File: src/hdl/afs_pkg.sv
// Shared constants, types and microcode store of the animation frame selector.
package afs_pkg;

	localparam int MAX_FRAMES = 256;
	localparam int SLOT_W     = $clog2(MAX_FRAMES);
	localparam int TOTAL_W    = 9;
	localparam int DUR_W      = 16;
	localparam int ELAPSED_W  = 40;
	localparam int RATE_W     = 16;
	localparam int START_W    = 32;
	localparam int FRAC_W     = 8;
	localparam int CYCLE_W    = DUR_W + SLOT_W;
	localparam int PROD_W     = ELAPSED_W + RATE_W;
	localparam int QUOT_W     = PROD_W - FRAC_W;
	localparam int CNT_W      = 8;

	localparam int MODN_STEPS = START_W;
	localparam int MUL_STEPS  = RATE_W;
	localparam int DIV_STEPS  = QUOT_W;

	localparam logic OPER_LOAD  = 1'b0;
	localparam logic OPER_QUERY = 1'b1;

	typedef enum logic [3:0] {
		OP_NOP,
		OP_LATCH,
		OP_MODN_INIT,
		OP_MODN_STEP,
		OP_SET_FRAME,
		OP_SUM_PRIME,
		OP_SUM_STEP,
		OP_MUL_INIT,
		OP_MUL_STEP,
		OP_DIV_INIT,
		OP_DIV_STEP,
		OP_WALK_INIT,
		OP_WALK_PRIME,
		OP_WALK_STEP,
		OP_EMIT
	} uop_t;

	typedef enum logic [3:0] {
		COND_NEVER,
		COND_ALWAYS,
		COND_NO_QUERY,
		COND_N_ZERO,
		COND_HELD,
		COND_CYC_ZERO,
		COND_MORE_MODN,
		COND_MORE_MUL,
		COND_MORE_DIV,
		COND_MORE_SUM,
		COND_WALK_MORE,
		COND_OUT_BUSY
	} cond_t;

	localparam int UPC_W = 4;
	typedef logic [UPC_W-1:0] upc_t;

	localparam upc_t UA_IDLE = 4'd0;
	localparam upc_t UA_MODN = 4'd2;
	localparam upc_t UA_SUM  = 4'd5;
	localparam upc_t UA_MUL  = 4'd7;
	localparam upc_t UA_DIV  = 4'd9;
	localparam upc_t UA_WALK = 4'd12;
	localparam upc_t UA_EMIT = 4'd13;

	typedef struct packed {
		uop_t  op;
		cond_t cond;
		upc_t  target;
	} uword_t;

	typedef struct packed {
		logic idle;
		uop_t op;
	} ctrl_t;

	typedef struct packed {
		logic query_xfer;
		logic n_zero;
		logic held;
		logic cyc_zero;
		logic more_modn;
		logic more_mul;
		logic more_div;
		logic more_sum;
		logic walk_more;
		logic out_busy;
	} stat_t;

	function automatic uword_t ucode_rom(upc_t addr);
		uword_t w;
		unique case (addr)
			4'd0:    w = '{OP_LATCH,      COND_NO_QUERY,  UA_IDLE};
			4'd1:    w = '{OP_MODN_INIT,  COND_N_ZERO,    UA_EMIT};
			4'd2:    w = '{OP_MODN_STEP,  COND_MORE_MODN, UA_MODN};
			4'd3:    w = '{OP_SET_FRAME,  COND_HELD,      UA_EMIT};
			4'd4:    w = '{OP_SUM_PRIME,  COND_NEVER,     UA_IDLE};
			4'd5:    w = '{OP_SUM_STEP,   COND_MORE_SUM,  UA_SUM};
			4'd6:    w = '{OP_MUL_INIT,   COND_CYC_ZERO,  UA_EMIT};
			4'd7:    w = '{OP_MUL_STEP,   COND_MORE_MUL,  UA_MUL};
			4'd8:    w = '{OP_DIV_INIT,   COND_NEVER,     UA_IDLE};
			4'd9:    w = '{OP_DIV_STEP,   COND_MORE_DIV,  UA_DIV};
			4'd10:   w = '{OP_WALK_INIT,  COND_NEVER,     UA_IDLE};
			4'd11:   w = '{OP_WALK_PRIME, COND_NEVER,     UA_IDLE};
			4'd12:   w = '{OP_WALK_STEP,  COND_WALK_MORE, UA_WALK};
			4'd13:   w = '{OP_EMIT,       COND_OUT_BUSY,  UA_EMIT};
			default: w = '{OP_NOP,        COND_ALWAYS,    UA_IDLE};
		endcase
		return w;
	endfunction

endpackage

File: src/hdl/animation_frame_selector_unit.sv
// Top level of the animation frame selector: duration table, sequencer, datapath.
// Load: written at the transfer edge; the next item may transfer on the following edge.
// Query: for N frames in use, 32 modulo, 16 multiply, 48 divide steps, N sum steps and up to N
//   walk reads (held: ends after modulo; zero cycle length: after sum; no frames: at once), then
//   the result loads; a NOP step then returns to idle for the next item, even while it waits.
// Reset (arst_n low, asynchronous): sequencer idle, no result pending, frame total 0;
//   the duration table is not cleared and holds garbage until loaded.
module animation_frame_selector_unit import afs_pkg::*; (
	input  logic                 clk,
	input  logic                 arst_n,
	input  logic                 cfg_we,
	input  logic [TOTAL_W-1:0]   cfg_wdata,
	input  logic                 in_valid,
	output logic                 in_ready,
	input  logic                 operation,
	input  logic [SLOT_W-1:0]    frame_slot,
	input  logic [DUR_W-1:0]     duration_ms,
	input  logic [ELAPSED_W-1:0] elapsed_time,
	input  logic [RATE_W-1:0]    play_rate,
	input  logic                 paused,
	input  logic [START_W-1:0]   start_frame,
	output logic                 out_valid,
	input  logic                 out_ready,
	output logic [SLOT_W-1:0]    shown_frame
);

	ctrl_t             ctrl;
	stat_t             stat;
	logic              ram_we;
	logic [SLOT_W-1:0] rd_addr;
	logic [DUR_W-1:0]  rd_data;

	assign in_ready = ctrl.idle;
	assign ram_we   = in_valid && in_ready && (operation == OPER_LOAD);

	afs_ram #(
		.WIDTH(DUR_W),
		.DEPTH(MAX_FRAMES)
	) u_ram (
		.clk   (clk),
		.we    (ram_we),
		.waddr (frame_slot),
		.wdata (duration_ms),
		.raddr (rd_addr),
		.rdata (rd_data)
	);

	afs_seq u_seq (
		.clk    (clk),
		.arst_n (arst_n),
		.stat   (stat),
		.ctrl   (ctrl)
	);

	afs_dp u_dp (
		.clk          (clk),
		.arst_n       (arst_n),
		.ctrl         (ctrl),
		.stat         (stat),
		.cfg_we       (cfg_we),
		.cfg_wdata    (cfg_wdata),
		.in_valid     (in_valid),
		.operation    (operation),
		.elapsed_time (elapsed_time),
		.play_rate    (play_rate),
		.paused       (paused),
		.start_frame  (start_frame),
		.rd_addr      (rd_addr),
		.rd_data      (rd_data),
		.out_valid    (out_valid),
		.out_ready    (out_ready),
		.shown_frame  (shown_frame)
	);

endmodule

File: src/hdl/afs_ram.sv
// Generic single-write, single-read RAM with registered read data.
module afs_ram #(
	parameter int WIDTH = 16,
	parameter int DEPTH = 256
) (
	input  logic                     clk,
	input  logic                     we,
	input  logic [$clog2(DEPTH)-1:0] waddr,
	input  logic [WIDTH-1:0]         wdata,
	input  logic [$clog2(DEPTH)-1:0] raddr,
	output logic [WIDTH-1:0]         rdata
);

	logic [WIDTH-1:0] mem_q [DEPTH];

	always_ff @(posedge clk) begin
		if (we) begin
			mem_q[waddr] <= wdata;
		end
		rdata <= mem_q[raddr];
	end

endmodule

File: src/hdl/afs_seq.sv
// Microcode sequencer: step counter, control store lookup and conditional jumps.
module afs_seq import afs_pkg::*; (
	input  logic  clk,
	input  logic  arst_n,
	input  stat_t stat,
	output ctrl_t ctrl
);

	upc_t   upc_q;
	upc_t   upc_next;
	uword_t uw;
	logic   jump;

	assign uw = ucode_rom(upc_q);

	always_comb begin
		unique case (uw.cond)
			COND_NEVER:     jump = 1'b0;
			COND_ALWAYS:    jump = 1'b1;
			COND_NO_QUERY:  jump = !stat.query_xfer;
			COND_N_ZERO:    jump = stat.n_zero;
			COND_HELD:      jump = stat.held;
			COND_CYC_ZERO:  jump = stat.cyc_zero;
			COND_MORE_MODN: jump = stat.more_modn;
			COND_MORE_MUL:  jump = stat.more_mul;
			COND_MORE_DIV:  jump = stat.more_div;
			COND_MORE_SUM:  jump = stat.more_sum;
			COND_WALK_MORE: jump = stat.walk_more;
			COND_OUT_BUSY:  jump = stat.out_busy;
			default:        jump = 1'b1;
		endcase
	end

	always_comb begin
		upc_next = jump ? uw.target : upc_q + 1'b1;
	end

	always_ff @(posedge clk or negedge arst_n) begin
		if (!arst_n) begin
			upc_q <= UA_IDLE;
		end else begin
			upc_q <= upc_next;
		end
	end

	always_comb begin
		ctrl.op   = uw.op;
		ctrl.idle = (upc_q == UA_IDLE);
	end

endmodule

File: src/hdl/afs_dp.sv
// Datapath: query registers, separate add/subtract logic per step, output register.
module afs_dp import afs_pkg::*; (
	input  logic                 clk,
	input  logic                 arst_n,
	input  ctrl_t                ctrl,
	output stat_t                stat,
	input  logic                 cfg_we,
	input  logic [TOTAL_W-1:0]   cfg_wdata,
	input  logic                 in_valid,
	input  logic                 operation,
	input  logic [ELAPSED_W-1:0] elapsed_time,
	input  logic [RATE_W-1:0]    play_rate,
	input  logic                 paused,
	input  logic [START_W-1:0]   start_frame,
	output logic [SLOT_W-1:0]    rd_addr,
	input  logic [DUR_W-1:0]     rd_data,
	output logic                 out_valid,
	input  logic                 out_ready,
	output logic [SLOT_W-1:0]    shown_frame
);

	logic [TOTAL_W-1:0]   frame_total_q;
	logic [TOTAL_W-1:0]   n_q;
	logic                 hold_q;
	logic [RATE_W-1:0]    rate_q;
	logic [ELAPSED_W-1:0] elapsed_q;
	logic [START_W-1:0]   start_q;
	logic [SLOT_W-1:0]    remn_q;
	logic [SLOT_W-1:0]    res_q;
	logic [CNT_W-1:0]     cnt_q;
	logic [SLOT_W-1:0]    idx_q;
	logic [SLOT_W-1:0]    cand_q;
	logic [CYCLE_W-1:0]   cycle_q;
	logic [PROD_W-1:0]    prod_q;
	logic [CYCLE_W-1:0]   rem_q;
	logic                 out_valid_q;
	logic [SLOT_W-1:0]    shown_frame_q;

	logic [TOTAL_W-1:0]   n_cap;
	logic [CNT_W-1:0]     n_last;
	logic [TOTAL_W-1:0]   modn_try;
	logic [SLOT_W-1:0]    modn_next;
	logic [CYCLE_W:0]     div_try;
	logic [CYCLE_W-1:0]   div_next;
	logic [PROD_W-1:0]    mul_next;
	logic                 found;
	logic [SLOT_W-1:0]    idx_inc;
	logic [SLOT_W-1:0]    cand_inc;
	logic                 emit_go;

	function automatic logic [SLOT_W-1:0] wrap_next(logic [SLOT_W-1:0] x,
			logic [TOTAL_W-1:0] n);
		logic [TOTAL_W-1:0] y;
		y = {1'b0, x} + 1'b1;
		return (y == n) ? '0 : y[SLOT_W-1:0];
	endfunction

	always_comb begin
		n_cap     = (frame_total_q > TOTAL_W'(MAX_FRAMES)) ? TOTAL_W'(MAX_FRAMES)
			: frame_total_q;
		n_last    = CNT_W'(n_q - 1'b1);
		modn_try  = {remn_q, start_q[START_W-1]};
		modn_next = (modn_try >= n_q) ? SLOT_W'(modn_try - n_q) : modn_try[SLOT_W-1:0];
		div_try   = {rem_q, prod_q[PROD_W-1]};
		div_next  = (div_try >= {1'b0, cycle_q}) ? CYCLE_W'(div_try - {1'b0, cycle_q})
			: div_try[CYCLE_W-1:0];
		mul_next  = {prod_q[PROD_W-2:0], 1'b0}
			+ (rate_q[RATE_W-1] ? PROD_W'(elapsed_q) : '0);
		found     = rem_q < CYCLE_W'(rd_data);
		idx_inc   = wrap_next(idx_q, n_q);
		cand_inc  = wrap_next(cand_q, n_q);
		emit_go   = !(out_valid_q && !out_ready);
	end

	always_comb begin
		stat.query_xfer = ctrl.idle && in_valid && (operation == OPER_QUERY);
		stat.n_zero     = (n_q == '0);
		stat.held       = hold_q || (n_q == TOTAL_W'(1)) || (rate_q == '0);
		stat.cyc_zero   = (cycle_q == '0);
		stat.more_modn  = (cnt_q != CNT_W'(MODN_STEPS - 1));
		stat.more_mul   = (cnt_q != CNT_W'(MUL_STEPS - 1));
		stat.more_div   = (cnt_q != CNT_W'(DIV_STEPS - 1));
		stat.more_sum   = (cnt_q != n_last);
		stat.walk_more  = !found && (cnt_q != n_last);
		stat.out_busy   = !emit_go;
	end

	always_ff @(posedge clk or negedge arst_n) begin
		if (!arst_n) begin
			frame_total_q <= '0;
			out_valid_q   <= 1'b0;
		end else begin
			if (cfg_we) begin
				frame_total_q <= cfg_wdata;
			end
			if (ctrl.op == OP_EMIT && emit_go) begin
				out_valid_q <= 1'b1;
			end else if (out_ready) begin
				out_valid_q <= 1'b0;
			end
		end
	end

	always_ff @(posedge clk) begin
		case (ctrl.op)
			OP_LATCH: begin
				if (in_valid) begin
					n_q       <= n_cap;
					hold_q    <= paused;
					rate_q    <= play_rate;
					elapsed_q <= elapsed_time;
					start_q   <= start_frame;
				end
			end
			OP_MODN_INIT: begin
				remn_q <= '0;
				res_q  <= '0;
				cnt_q  <= '0;
			end
			OP_MODN_STEP: begin
				remn_q  <= modn_next;
				start_q <= {start_q[START_W-2:0], 1'b0};
				cnt_q   <= cnt_q + 1'b1;
			end
			OP_SET_FRAME: begin
				res_q   <= remn_q;
				cycle_q <= '0;
				idx_q   <= '0;
			end
			OP_SUM_PRIME: begin
				idx_q <= idx_q + 1'b1;
				cnt_q <= '0;
			end
			OP_SUM_STEP: begin
				cycle_q <= cycle_q + CYCLE_W'(rd_data);
				idx_q   <= idx_q + 1'b1;
				cnt_q   <= cnt_q + 1'b1;
			end
			OP_MUL_INIT: begin
				prod_q <= '0;
				cnt_q  <= '0;
			end
			OP_MUL_STEP: begin
				prod_q <= mul_next;
				rate_q <= {rate_q[RATE_W-2:0], 1'b0};
				cnt_q  <= cnt_q + 1'b1;
			end
			OP_DIV_INIT: begin
				rem_q <= '0;
				cnt_q <= '0;
			end
			OP_DIV_STEP: begin
				rem_q  <= div_next;
				prod_q <= {prod_q[PROD_W-2:0], 1'b0};
				cnt_q  <= cnt_q + 1'b1;
			end
			OP_WALK_INIT: begin
				idx_q  <= remn_q;
				cand_q <= remn_q;
				cnt_q  <= '0;
			end
			OP_WALK_PRIME: begin
				idx_q <= idx_inc;
			end
			OP_WALK_STEP: begin
				if (found) begin
					res_q <= cand_q;
				end else begin
					rem_q  <= rem_q - CYCLE_W'(rd_data);
					cand_q <= cand_inc;
					idx_q  <= idx_inc;
					cnt_q  <= cnt_q + 1'b1;
				end
			end
			OP_EMIT: begin
				if (emit_go) begin
					shown_frame_q <= res_q;
				end
			end
			default: begin
			end
		endcase
	end

	assign rd_addr     = idx_q;
	assign out_valid   = out_valid_q;
	assign shown_frame = shown_frame_q;

endmodule

File: config.mk
export PLATFORM = sky130hd
export DESIGN_NAME = animation_frame_selector_unit
export DESIGN_NICKNAME = d
export VERILOG_FILES = /design/src/hdl/afs_pkg.sv /design/src/hdl/animation_frame_selector_unit.sv /design/src/hdl/afs_ram.sv /design/src/hdl/afs_seq.sv /design/src/hdl/afs_dp.sv
export SDC_FILE = /design/constraint.sdc
export NUM_CORES = 2
export LEC_CHECK = 0
export BUFFER_PORTS_ARGS = -buffer_cell sky130_fd_sc_hd__buf_2
export CORE_MARGIN = 10
export CORE_UTILIZATION = 60
export CTS_CLUSTER_SIZE = 14
export DETAILED_ROUTE_END_ITERATION = 10
export GPL_TIMING_DRIVEN = 0
export MAX_ROUTING_LAYER = met4
export PLACE_DENSITY_LB_ADDON = 0.12
export SKIP_CTS_REPAIR_TIMING = 1
export SYNTH_ARGS = -nofsm -noshare
export SYNTH_HDL_FRONTEND = slang
export SYNTH_MEMORY_MAX_BITS = 65536
export SYNTH_SLANG_ARGS = --single-unit
File: constraint.sdc
create_clock -name clk -period 15.1 [get_ports clk]
set_input_delay 3.02 -clock clk [delete_from_list [all_inputs] [get_ports clk]]
set_output_delay 3.02 -clock clk [all_outputs]
set_load 0.005 [all_outputs]
---- Word-level counts from Yosys, hierarchy flattened ----
Memories as Yosys holds them, arrays and structs flattened. A register that Yosys moved wholly into a read port is not among the register bits.
Index checks and enable logic that the tools add are counted.
operators by class
  add/sub/neg operators ................... 11
  $mul .................................... 0
  divide/modulo/power cells ............... 0
  order comparisons ....................... 4
  equality and inequality tests ........... 34
  shift-type cells ........................ 0
  mux-type cells .......................... 28
  bitwise operators ....................... 2
  reduce and logical (&&, ||, !) cells .... 40
operator list
  cell                                                  count
  one-hot mux 56 bit (3 select lines)                   1
  one-hot mux 24 bit (3 select lines)                   1
  one-hot mux 32 bit (2 select lines)                   1
  adder 56 bit                                          1
  2-to-1 mux 8 bit                                      7
  2-to-1 mux 24 bit                                     2
  one-hot mux 24 bit (2 select lines)                   1
  one-hot mux 8 bit (3 select lines)                    2
  equality test 4 bit (second input constant)           11
  2-to-1 mux 40 bit                                     1
  one-hot mux 8 bit (5 select lines)                    1
  equality test 4 x 3 -> 1 bit (second input constant)  8
  2-to-1 mux 32 bit                                     1
  one-hot mux 16 bit (2 select lines)                   1
  one-hot mux 8 bit (2 select lines)                    2
  >= comparator 25 x 24 -> 1 bit                        1
  adder 24 x 16 -> 24 bit                               1
  zero test 24 bit                                      1
  less-than comparator 24 x 16 -> 1 bit                 1
  subtractor 24 x 16 -> 24 bit                          1
  subtractor 24 bit                                     1
  adder 8 x 1 -> 9 bit (second input constant)          2
  equality test 9 bit                                   2
  AND reduction 2 bit                                   9
  other kinds (32)                                      59
word-level totals
  flip-flop bits (word level) ............. 264
  bits in latches ......................... 0
  RAM bits ................................ 4096
  bits in read-only memories .............. 192
  memories kept ........................... 2
memories
  memory           depth  bits a word  read ports  clocked after Yosys merged registers in  write ports  line           source
  u_ram.mem_q      256    16           1           1                                        1            afs_ram.sv:14  logic [WIDTH-1:0] mem_q [DEPTH];
  (no name shown)  16     12           1           0                                        0            afs_pkg.sv:94  unique case (addr)

---- Depth between registers and ports, before layout ----
  depth after elaboration ................. 6
  mapped depth ............................ 13
  mapped depth without buffers ............ 12

---- Cells and area by module ----
Synthesis repeated with hierarchy kept, for this count alone.
unflattened totals
  cell total of the unflattened synthesis .. 9246
  area total of the unflattened synthesis .. 176773.3 um^2
modules (own cells, without submodules)
  module                         times used  cells an instance  area an instance (um^2)  seq. area each (um^2)
  afs_ram                        1           7360               158714.7                 123318.3
  afs_dp                         1           1791               17336.6                  7757.4
  afs_seq                        1           94                 713.2                    100.1
  animation_frame_selector_unit  1           1                  8.8                      0.0

---- Least setup slack after synthesis ----
OpenSTA, ideal clock, no wires.
  path type ............................... register to register
  start ................................... reg u_seq.upc_q[1]
  end ..................................... reg u_dp.prod_q[0] (enable)
  setup time .............................. 0.547 ns
  arrival time ............................ 5.381 ns
  required time ........................... 14.553 ns
  setup slack ............................. 9.172 ns
  cell stages (with the launch flop) ...... 8
  path buffers ............................ 1
  clock period less this slack ............ 5.928 ns
  path through ............................ dfrtp_1 clkbuf_1 inv_1 ha_1 nor2b_1 a21oi_1 nand2_1 o21ai_0
between the ends
  word-level cells in the longest chain between the ends .. 3
  elaborated cells between the ends (all ways) .. 5
  classes of those cells .................. eq/ne: 3; reduce/logical: 1; memory: 1
RTL lines
  item                                                                 line           source
  from (decl)                                                          afs_seq.sv:9   upc_t upc_q;
  from (signal assigned)                                               afs_seq.sv:42  upc_q <= upc_next;
  memory read (16 x 12 bit) (*)                                        --
  equality test 4 x 3 -> 1 bit or equality test 4 bit (tied branches)  afs_dp.sv:105  case (ctrl.op)
  nonzero test 3 bit (no source line) (*)                              --
  to (signal assigned)                                                 afs_dp.sv:144  prod_q <= mul_next;
  to (signal assigned)                                                 afs_dp.sv:154  prod_q <= {prod_q[PROD_W-2:0], 1'b0};
  to (decl)                                                            afs_dp.sv:34   logic [PROD_W-1:0] prod_q;
Mark *: on every way between the ends. The rest lies on a longest branch, timed or not.
A chain may end at the register's enable or synchronous reset.

==> impl_metrics.ini <==
[placement]
dp.cells = 12100
place_ws_ns = 7.90
port_buffers = 136
place_congestion = 0.907
post-dp-hpwl_mm = 302

[job]
cap_violations = 1

[synthesis]
synth_area_mm2 = 0.174
netlist_instances = 7939
syn_nets = 8187
synth_edf_count = 4346
ys_types = 75
async_flop_share_pct = 0.320
yosysWarnings = 0
synth-seq-cells = 4376
yosysTopAreaCell = edfxtp_1
synth.yosys.seq_area_share_pct = 75.3
synth_top_area_share_pct = 74.9
syn_avg_cell_area_um2 = 21.9
synth-main-ff-cell = edfxtp_1
synth_area_leaders = edfxtp_1, mux4_2, ha_1

[power_and_ir_drop]
switching_share_pct = 20.1
pwr-share-seq_pct = 55.2
p_leak_uw = 0.0620
switchingPower_uw = 4850
powerDensity_mw_per_mm2 = 122
p_int_uw = 19300
peakVddDrop_mv = 0.123
pwr-share-clk_pct = 43.5
combPwrFrac_pct = 1.2

[worst_setup_path]
worst_setup_path_end_kind = flop
critPathLaunchType = flop
worstPathArrival_ns = 7.16
crit_type = flop to flop
required_ns = 15.87
r2r_cells = 8
crit_fanout = 10

[finish]
layout.nets = 8920
ff_latch_area_mm2 = 0.131
area_delta_synth_final_pct = 13.3
mostFrequentLayoutCells = edfxtp_1, mux4_2, clkbuf_16
n_fill_cell = 17700
drive_above_1_share_pct = 29.7
final_cells = 12900
mostFrequentLayoutCell = edfxtp_1
multi_input_area_mm2 = 0.0418

[global_route]
grt_max_degree = 142
grt-ovfl-total = 0
grt_pass1_vias = 85700
antenna_found_initial = 53
track_usage_pct = 30.4
grt_pass1_wl_mm = 650

[floorplan]
core-area_mm2 = 0.289
initial_core_util_pct = 60.4
rows = 197
die_area_mm2 = 0.312
die_h_um = 559
fp.dieW_um = 559
ios = 138

[outcome]
status = complete, but fails checks
failed_checks = max-capacitance violations, max-slew violations

[hold_path]
hold-path-cell-count = 0
min_path_type = flop to flop

[clock_tree]
root_buffer = clkbuf_16
insertion_delay_ns = 0.99
cts_tree = yes
htreeDepth = 5
cts_made_buffers = 431
cts.sinks = 4376
clockBufferDepth = 4
clk_pin_slew_ns = 0.06

[timing]
skew_ns = 0.0607
rsz0062_at_grt = false
layout_min_cycle_time_ns = 6.39
max_freq_ghz = 0.156
fin_setup_tns_ns = 0
tightest_slew_ns = 1.51
setup_viol = 0
maxSlewHeadroom_pct = -0.658
finalHoldViolations = 0
fin_crit_sh_pct = 42.3
finalWorstSetupSlack_ns = 8.71
slew_viol_final = 8

[routing]
vias = 87700
drt_first_pass_iters = 8
drc = 0
wl_mm = 462
drt.antenna.violating_nets = 0
via_per_inst = 6.78
dr.first_iter.drc_count = 13300
avgRoutedWirePerCell_um = 35.7
## layer usage
metal  up-vias  wire [um]  share of wire (%)  global-route usage (%)
met5         -          0                  0                       -
met4         0      18700                4.0                    10.5
met3       863      50200                 11                    5.88
met2      5324     221000                 48                    45.8
met1     46600     172000                 37                    42.5
li1      35000          -                  -                       -
## metrics by stage
| stage | cell area (um2) | total power (uW) | hold slack (ns) | utilization (%) |
|---|---|---|---|---|
| final | 197000 | 24200 | 0.393 | 68.4 |
| after global routing | 197000 | 24700 | 0.402 | 68.4 |
| after CTS | 197000 | 24300 | 0.390 | 68.4 |
| after detailed placement | 184000 | 13900 | 0.405 | 63.6 |
| after global placement | 180000 | 13900 | 0.411 | 62.3 |
| after floorplan | 174000 | 13600 | 0.400 | - |
## power groups by stage
stage                     logic [uW]  registers (uW)  clock network (uW)
after floorplan                 15.2           13600                   0
after global placement           244           13700                   0
after detailed placement         301           13600                   0
after CTS                        300           13300               10600
after global routing             314           13300               11100
final                            302           13300               10500
## critical path, stage by stage (launching register included)
cell	delay, ns
edfxtp_1	0.35
buf_2	0.57
clkbuf_1	1.07
clkbuf_1	1.01
buf_1	0.87
mux4_2	0.45
mux4_2	0.61
mux4_2	0.58
mux4_2	0.60
## worst paths after layout
kind	start	to	slack, ns
min	u_dp.res_q[6]	u_dp.shown_frame[6]	0.39
max	u_dp.rd_addr[1]	u_ram.rdata[0]	8.71
min reg2reg	u_dp.res_q[6]	u_dp.shown_frame[6]	0.39
min in group asynchronous	arst_n	u_seq.upc_q[3]	2.01
max in group asynchronous	arst_n	u_dp.frame_total_q[4]	12.76
max reg2reg	u_dp.rd_addr[1]	u_ram.rdata[0]	8.71
## area by class of cell
type / count / share of cell area, %
clock inverters: 276 / 1.29
flip-flops and latches: 4376 / 66.4
inverters: 79 / 0.150
multi-input cells: 3089 / 21.2
repair buffers: 300 / 1.96
diodes: 26 / 0.0329
well taps: 3880 / 2.46
clock buffers: 520 / 5.68
plain buffers: 395 / 0.834
## synthesized netlist by cell type, drive strengths merged, types with 33 or more instances
cell type	instances
buf	151
o21ai	123
xnor2	88
and2	56
ha	115
nor2	362
xor2	57
mux2i	33
inv	78
nor2b	36
nand2	301
nand3	59
a21oi	96
clkbuf	244
a21o	41
mux4	1360
edfxtp	4346
## kinds of logic after synthesis
| family | count (synthesis) | share of synthesized area (%) |
|---|---|---|
| AOI/OAI and AO/OA | 445 | 1.64 |
| muxes | 1407 | 17.9 |
| xor gates and xnor gates | 145 | 0.729 |
| adders and majority gates | 120 | 0.883 |
| DFF | 4376 | 75.3 |
| and+or+nand+nor | 972 | 2.51 |
| buffers and inverters | 474 | 1.10 |
## sequential cells by signal (all words and copies together), names as in the netlist, 16 cells and up
register / cells
u_ram.mem_q: 4096
u_dp.prod_q: 56
u_dp.elapsed_q: 40
u_dp.start_q: 32
u_dp.cycle_q: 24
u_dp.rem_q: 24
u_dp.rate_q: 16
u_ram.rdata: 16
(Power assumes the default switching activity.)
